[config.mk]
export PLATFORM = sky130hd
export DESIGN_NAME = srbs_search
export DESIGN_NICKNAME = d
export VERILOG_FILES = /design/src/srbs_pkg.sv /design/src/srbs_search.sv
export SDC_FILE = /design/constraint.sdc
export NUM_CORES = 1
export LEC_CHECK = 0
export BUFFER_PORTS_ARGS = -buffer_cell sky130_fd_sc_hd__buf_2
export CAP_MARGIN = 0
export CELL_PAD_IN_SITES_DETAIL_PLACEMENT = 0
export CELL_PAD_IN_SITES_GLOBAL_PLACEMENT = 1
export CORE_MARGIN = 10
export CORE_UTILIZATION = 44
export DETAILED_ROUTE_END_ITERATION = 12
export PLACE_DENSITY_LB_ADDON = 0.1
export SLEW_MARGIN = 20
export SYNTH_ARGS = -nofsm -noshare
export SYNTH_HDL_FRONTEND = slang
export SYNTH_SLANG_ARGS = --single-unit
[constraint.sdc]
create_clock -name i_clk -period 16.4 [get_ports i_clk]
set_input_delay 2.46 -clock i_clk [delete_from_list [all_inputs] [get_ports i_clk]]
set_output_delay 2.46 -clock i_clk [all_outputs]
set_load 0.005 [all_outputs]
[src/srbs_pkg.sv]
// shared constants, codes and types for the sorted record binary search block
package srbs_pkg;

    // default table depth
    localparam int TABLE_DEPTH_DEF = 1024;

    // field widths
    localparam int OP_W     = 2;
    localparam int KEY_W    = 31;
    localparam int SCORE_W  = 7;
    localparam int MEAN_W   = 8;
    localparam int SLOT_W   = 10;
    localparam int STATUS_W = 2;

    // record layout in the table memory: key, second score, first score, mean
    localparam int MEAN_LSB = 0;
    localparam int S1_LSB   = MEAN_LSB + MEAN_W;
    localparam int S2_LSB   = S1_LSB + SCORE_W;
    localparam int KEY_LSB  = S2_LSB + SCORE_W;
    localparam int REC_W    = KEY_LSB + KEY_W;

    // operation codes
    localparam logic [OP_W-1:0] OP_CLEAR  = 2'd0;
    localparam logic [OP_W-1:0] OP_APPEND = 2'd1;
    localparam logic [OP_W-1:0] OP_SEARCH = 2'd2;

    // status codes
    localparam logic [STATUS_W-1:0] ST_DONE  = 2'd0;
    localparam logic [STATUS_W-1:0] ST_FOUND = 2'd1;
    localparam logic [STATUS_W-1:0] ST_MISS  = 2'd2;
    localparam logic [STATUS_W-1:0] ST_FULL  = 2'd3;

    // search engine report to the top level
    typedef struct packed {
        logic done;
        logic hit;
    } t_srch_res;

endpackage

[src/srbs_search.sv]
// binary search engine: one table read and one key compare per halving step
module srbs_search #(
    parameter int TABLE_DEPTH = srbs_pkg::TABLE_DEPTH_DEF
) (
    input  logic                           i_clk,
    input  logic                           i_rst_n,
    input  logic                           i_start,
    input  logic [srbs_pkg::KEY_W-1:0]     i_key,
    input  logic [$clog2(TABLE_DEPTH+1)-1:0] i_count,
    input  logic [srbs_pkg::KEY_W-1:0]     i_rd_key,
    input  logic                           i_res_free,
    output logic [$clog2(TABLE_DEPTH)-1:0] o_rd_addr,
    output logic [$clog2(TABLE_DEPTH)-1:0] o_mid,
    output logic                           o_busy,
    output srbs_pkg::t_srch_res            o_res
);

    localparam int IW = $clog2(TABLE_DEPTH);
    localparam int CW = $clog2(TABLE_DEPTH + 1);

    typedef enum logic [2:0] {
        S_IDLE = 3'b001,
        S_CMP  = 3'b010,
        S_MISS = 3'b100
    } t_srch_state;

    t_srch_state r_state, n_state;
    logic [CW-1:0] r_lo, n_lo;
    logic [CW-1:0] r_hip1, n_hip1;
    logic [IW-1:0] r_mid, n_mid;
    logic [srbs_pkg::KEY_W-1:0] r_key;
    logic [CW:0] w_sum;
    logic w_eq, w_gt, w_step;
    srbs_pkg::t_srch_res w_res;
    logic [IW-1:0] w_rd_addr;

    assign w_eq = (r_key == i_rd_key);
    assign w_gt = (r_key > i_rd_key);

    // next range, next read address and report
    always_comb begin
        n_state   = r_state;
        n_lo      = r_lo;
        n_hip1    = r_hip1;
        n_mid     = r_mid;
        w_rd_addr = r_mid;
        w_res     = '0;
        w_step    = 1'b0;
        unique case (r_state)
            S_IDLE: begin
                if (i_start) begin
                    n_lo   = '0;
                    n_hip1 = i_count;
                    w_step = 1'b1;
                end
            end
            S_CMP: begin
                if (w_eq) begin
                    if (i_res_free) begin
                        w_res.done = 1'b1;
                        w_res.hit  = 1'b1;
                        n_state    = S_IDLE;
                    end
                end else begin
                    w_step = 1'b1;
                    if (w_gt) begin
                        n_lo = CW'(r_mid) + CW'(1);
                    end else begin
                        n_hip1 = CW'(r_mid);
                    end
                end
            end
            S_MISS: begin
                if (i_res_free) begin
                    w_res.done = 1'b1;
                    n_state    = S_IDLE;
                end
            end
            default: begin
                n_state = S_IDLE;
            end
        endcase
        // midpoint of the next range, lo to hi inclusive, held as lo and hi + 1
        w_sum = {1'b0, n_lo} + {1'b0, n_hip1} - (CW + 1)'(1);
        // issue the next read, or finish when the range is empty
        if (w_step) begin
            if (n_lo < n_hip1) begin
                n_mid     = w_sum[IW:1];
                w_rd_addr = n_mid;
                n_state   = S_CMP;
            end else begin
                n_state = S_MISS;
            end
        end
    end

    // search state
    always_ff @(posedge i_clk) begin
        if (!i_rst_n) begin
            r_state <= S_IDLE;
        end else begin
            r_state <= n_state;
        end
        r_lo   <= n_lo;
        r_hip1 <= n_hip1;
        r_mid  <= n_mid;
        if (i_start && r_state == S_IDLE) begin
            r_key <= i_key;
        end
    end

    assign o_rd_addr = w_rd_addr;
    assign o_mid     = r_mid;
    assign o_busy    = (r_state != S_IDLE);
    assign o_res     = w_res;

endmodule

**After elaboration in Yosys (flattened, before gate mapping)**

Index checks and enable logic that the tools add are counted.

- Bits of input ports: 77
- Register bits after elaboration: 66
- Logic and storage cells: 42
- Output and inout port bits: 23

- Muxes and demuxes: 23
- Reductions and logical operators: 2
- Equality and inequality tests: 7
- $lt $le $gt $ge: 2
- $add $sub $neg: 3

Operator list:

| cell | number |
|---|---|
| $mux 11 | 6 |
| $pmux 11 s2 | 2 |
| $eq 31x31->1 | 1 |
| $gt 31x31->1 | 1 |
| $mux 10 | 2 |
| $mux 3 | 4 |
| $add 10x1->11 const B | 1 |
| $add 11x11->11 | 1 |
| $lt 11x11->1 | 1 |
| $sub 11x1->11 const B | 1 |
| $pmux 3 s3 | 1 |
| $mux 1 | 4 |
| $mux 2 | 2 |
| $pmux 1 s2 | 2 |
| $eq 3x1->1 const B | 1 |
| $eq 3x2->1 const B | 1 |
| $eq 3x3->1 const B | 1 |
| $ne 3x1->1 const B | 1 |
| $ne 3x3->1 const B | 1 |
| $ne 2x2->1 const B | 1 |
| $reduce_and 2->1 | 1 |
| $logic_and 1x1->1 | 1 |

**Depth between registers and ports, before layout**

- Word-level depth: 8
- Gate-level depth with buffers: 22
- Depth with buffers taken out: 21

**Least setup slack after synthesis**

No wires, ideal clock.

- Path type: input-to-output
- From: input i_rd_key[16] (netlist name)
- To: output o_rd_addr[7]
- Required time: 13.940 ns
- Buffers on the path: 0
- Path slack: 7.227 ns
- Stages: 18
- Data arrival time: 6.713 ns
- Cell sequence: inv_1 -> ha_1 -> a21o_1 -> a221o_1 -> a221oi_2 -> nand2_1 -> nor3b_1 -> nor2_1 -> a221oi_1 -> ha_1 -> ha_1 -> a21o_1 -> a21oi_1 -> o21ai_1 -> a2111o_1 -> and3_1 -> or4_1 -> o211ai_1

- Word-level cells in the longest chain between the ends: 8
- Elaborated cells on any way between the ends: 15
- Classes of those cells: 2 x add/sub; 2 x order compare; 1 x eq/ne; 10 x mux

Ends and longest elaborated chain:

| item | line | RTL |
|---|---|---|
| from (decl) | srbs_search.sv:10 | `input logic [srbs_pkg::KEY_W-1:0] i_rd_key,` |
| $gt 31x31->1 | srbs_search.sv:38 | `assign w_gt = (r_key > i_rd_key);` |
| $mux 11 | srbs_search.sv:66 | `if (w_gt) begin` |
| $mux 11 | srbs_search.sv:58 | `if (w_eq) begin` |
| $pmux 11 s2 | srbs_search.sv:49 | `unique case (r_state)` |
| $add 11x11->11 | srbs_search.sv:84 | `w_sum = {1'b0, n_lo} + {1'b0, n_hip1} - (CW + 1)'(1);` |
| $sub 11x1->11 | srbs_search.sv:84 |  |
| $mux 10 | - |  |
| $mux 10 (*) | - |  |
| to (decl) | srbs_search.sv:12 | `output logic [$clog2(TABLE_DEPTH)-1:0] o_rd_addr,` |

Every way passes the cells marked *; elsewhere a longest branch is shown, timed or not.

**Worst setup path in the final report**

- From: input i_start
- To: output o_rd_addr[7]

- Word-level cells in the longest chain between the ends: 6
- Elaborated cells on any way between the ends: 11
- Classes of those cells: 2 x add/sub; 1 x order compare; 8 x mux

Ends and longest elaborated chain:

| item | line | RTL |
|---|---|---|
| from (decl) | srbs_search.sv:7 | `input logic i_start,` |
| $mux 11 | srbs_search.sv:51 | `if (i_start) begin` |
| $pmux 11 s2 | srbs_search.sv:49 |  |
| $add 11x11->11 | srbs_search.sv:84 |  |
| $sub 11x1->11 | srbs_search.sv:84 |  |
| $mux 10 | - |  |
| $mux 10 (*) | - |  |

Marked as above.

==> flow_summary.ini <==
[job]
maxCapViolations = 0

[grt]
grt_antenna_before_repair = 0
overflow = 0
grt_max_degree = 27
grt_pass1_wl_mm = 19.5
grt_pass1_vias = 3978
grtUsageTotal_pct = 16.5

[cells_and_area]
final_util_pct = 53.9
instances_no_fill = 719
finalInstanceArea_sq_um = 5290
area_delta_synth_final_pct = 19.0
nets = 719
diodes = 0
layout-drive-gt1-share_pct = 22.0

[timing]
finalHoldWorstSlack_ps = 499
final_max_slew_viol_count = 0
final.min_clock_period_ps = 10280
max_clock_freq_ghz = 0.0973
tightest_slew_ps = 1190
setup_viol = 0
slew_headroom_pct = 20.1
setup_ws_ps = 6120
finalSetupTns_ps = 0
finalHoldViolations = 0
rsz0062_at_grt = false
period_share_pct = 62.7
clock_skew_ps = 13.2

[detailed_routing]
wirelength_mm = 11.8
via_per_inst = 5.22
ant_nets = 0
wl_per_cell_um = 16.4
wl_met1_mm = 5.43
highest_layer = met4
dr_total_vias = 3755
firstDrtPassIters = 4
wl_met2_mm = 5.49
met3_wirelength_um = 732
drt_iter0_drc = 204
remaining_drc_errors = 0

[synthesis]
synth_compound_area_share_pct = 17.2
synth_top_family_by_area = simple AND/OR/NAND/NOR gates
synth_top_area_share_pct = 20.9
synth-edff-count = 31
synth_fa_ha_area_share_pct = 17.3
synth_xor_area_share_pct = 2.36
seq_area_frac_synth_pct = 36.7
postSynth.asyncResetShare_pct = 0
synth-main-ff-cell = dfxtp_1
synthTopCellsByArea = edfxtp_1 (21%), ha_1 (17%), dfxtp_1 (16%), inv_1 (5.5%), nand3_1 (3.9%)
synth_seq_cells = 66
synth_area_per_cell_sq_um = 9.18
syn_inst = 484
ys_types = 58
syn_area_sq_um = 4450
yosys_warnings = 0
yosys.area_share.simple_pct = 19.0
synth_mux_area_share_pct = 0.338
synth_top_area_cell = edfxtp_1
synth_nets = 622

[clocking]
clk_latency_ps = 360
max-clock-path-buffers = 2
holdBufCountCts = 0
numCtsBuffers = 9
cts_max_level = 3
cts_tree = done
root_buffer = clkbuf_8
numClockSinks = 66
cts_resized = 0
clk_pin_slew_ps = 80
cts_setup_buffers = 0

[setup_path]
r2r_cells = 14
cp-end-kind = output port
path_cells = buf_2 -> nor2b_1 -> nand3b_1 -> clkinv_1 -> buf_4 -> nor2_1 -> a221oi_1 -> ha_1 -> ha_1 -> a21o_1 -> a21oi_1 -> o21ai_1 -> a2111o_1 -> and3_1 -> or4_1 -> o211ai_1 -> buf_2
worst_setup_path_start_kind = input port
crit_buf_inv = 4
cp.depth = 17
max_stage_delay_ps = 830
crit_type = input port to output port
crit_fanout = 26
cp.arrival_ps = 7820
cp_slowest_cell = clkinv_1
crit_family = simple AND/OR/NAND/NOR gates
worstPathRequired_ps = 13940

[placement]
portBuffers = 99
dp_hpwl_mm = 9.35
globalplace.congestion = 0.843
placed_cells = 703
placedInstanceArea_sq_um = 5060
pre_cts_ws_ps = 6030

[worst_hold_path]
hold_path_class = flop to flop
min_path_cells = 2

[floorplanning]
die-area_sq_um = 14500
initial_utilization_pct = 45.3
die_h_um = 121
fp.dieW_um = 121
core_sq_um = 9820
std_cell_rows = 36
io_pins = 100

[power_and_ir_drop]
p_total_mw = 0.767
ir_worst_vdd_v = 0.0000853
leakagePower_nw = 2.49
power_density_nw_per_um2 = 145

[run_status]
status = finished clean
-- registers in the layout, indices dropped and copies added (netlist names) --
| name | count |
|---|---|
| o_mid | 10 |
| r_state | 3 |
| r_lo | 11 |
| r_key | 31 |
| r_hip1 | 11 |
-- cell usage in the layout (no fill, tap or decap), drive strengths merged, types with 21 or more instances in the layout --
master / n
ha: 60
nand3: 36
a21oi: 21
dfxtp: 35
edfxtp: 31
nand2: 32
inv: 66
o21ai: 22
buf: 102
-- worst min-delay path: cells and delay by family (launching register included) --
| kind | cells | cell delay [ps] |
|---|---|---|
| flops | 1 | 320 |
| compound gates | 1 | 100 |
| buf+inv | 1 | 50 |
-- cell families (layout without fill, tap and decap cells) --
| family | count (synthesis) | in the layout |
|---|---|---|
| simple gates | 153 | 153 |
| compound gates | 109 | 109 |
| buf+inv | 82 | 184 |
| flops | 66 | 66 |
| fa+ha+maj | 61 | 61 |
| xor+xnor | 12 | 12 |
| mux | 1 | 1 |
-- metal layers --
layer	GRT usage, %	vias to the layer above
met5	0	-
met4	4.83	0
met3	3.72	14
met2	28.1	92
met1	20.3	1704
li1	-	1945
-- synth_stat cells, types with 2 or more instances --
library cell  instances
a2111o_1              2
a211oi_1              7
a21boi_0              2
a21o_1               18
a21oi_1              21
a221oi_1             10
a311o_1               2
and2_1               12
and3_1               18
buf_2                 4
clkbuf_1             12
dfxtp_1              35
edfxtp_1             31
ha_1                 60
inv_1                65
nand2_1              31
nand2b_1              3
nand3_1              35
nand3b_1              4
nand4_1               7
nor2_1               16
nor2b_1               2
nor3_1                7
nor4_1                3
nor4b_1               2
o211ai_1              9
o21a_1                2
o21ai_0              20
o311ai_0              2
or2_2                 2
or3_1                 3
xnor2_1               5
xor2_1                7
-- report_power, final --
part | internal, mW | switching (mW) | leakage (nW)
logic | 0.158 | 0.201 | 1.79
clock network | 0.0869 | 0.0728 | 0.110
registers | 0.210 | 0.0377 | 0.585
total | 0.455 | 0.312 | 2.49
-- path summary, 6_finish.rpt --
check / start / to / slack [ps]
setup / recovery: i_start / o_rd_addr[7] / 6120
hold / removal: r_hip1[4] / r_hip1[4] / 500
setup reg to reg: r_state[2] / o_mid[7] / 10830
hold reg to reg: r_hip1[4] / r_hip1[4] / 500
-- cell type report --
| class | instances | area, sq um |
|---|---|---|
| tap | 133 | 166 |
| clock inverter | 7 | 103 |
| clock buffer | 9 | 124 |
| fill | 962 | 4530 |
| timing repair buffer | 102 | 518 |
| inverter | 66 | 248 |
| sequential | 66 | 1630 |
| multi-input combinational | 336 | 2500 |
(Power assumes the default switching activity.)
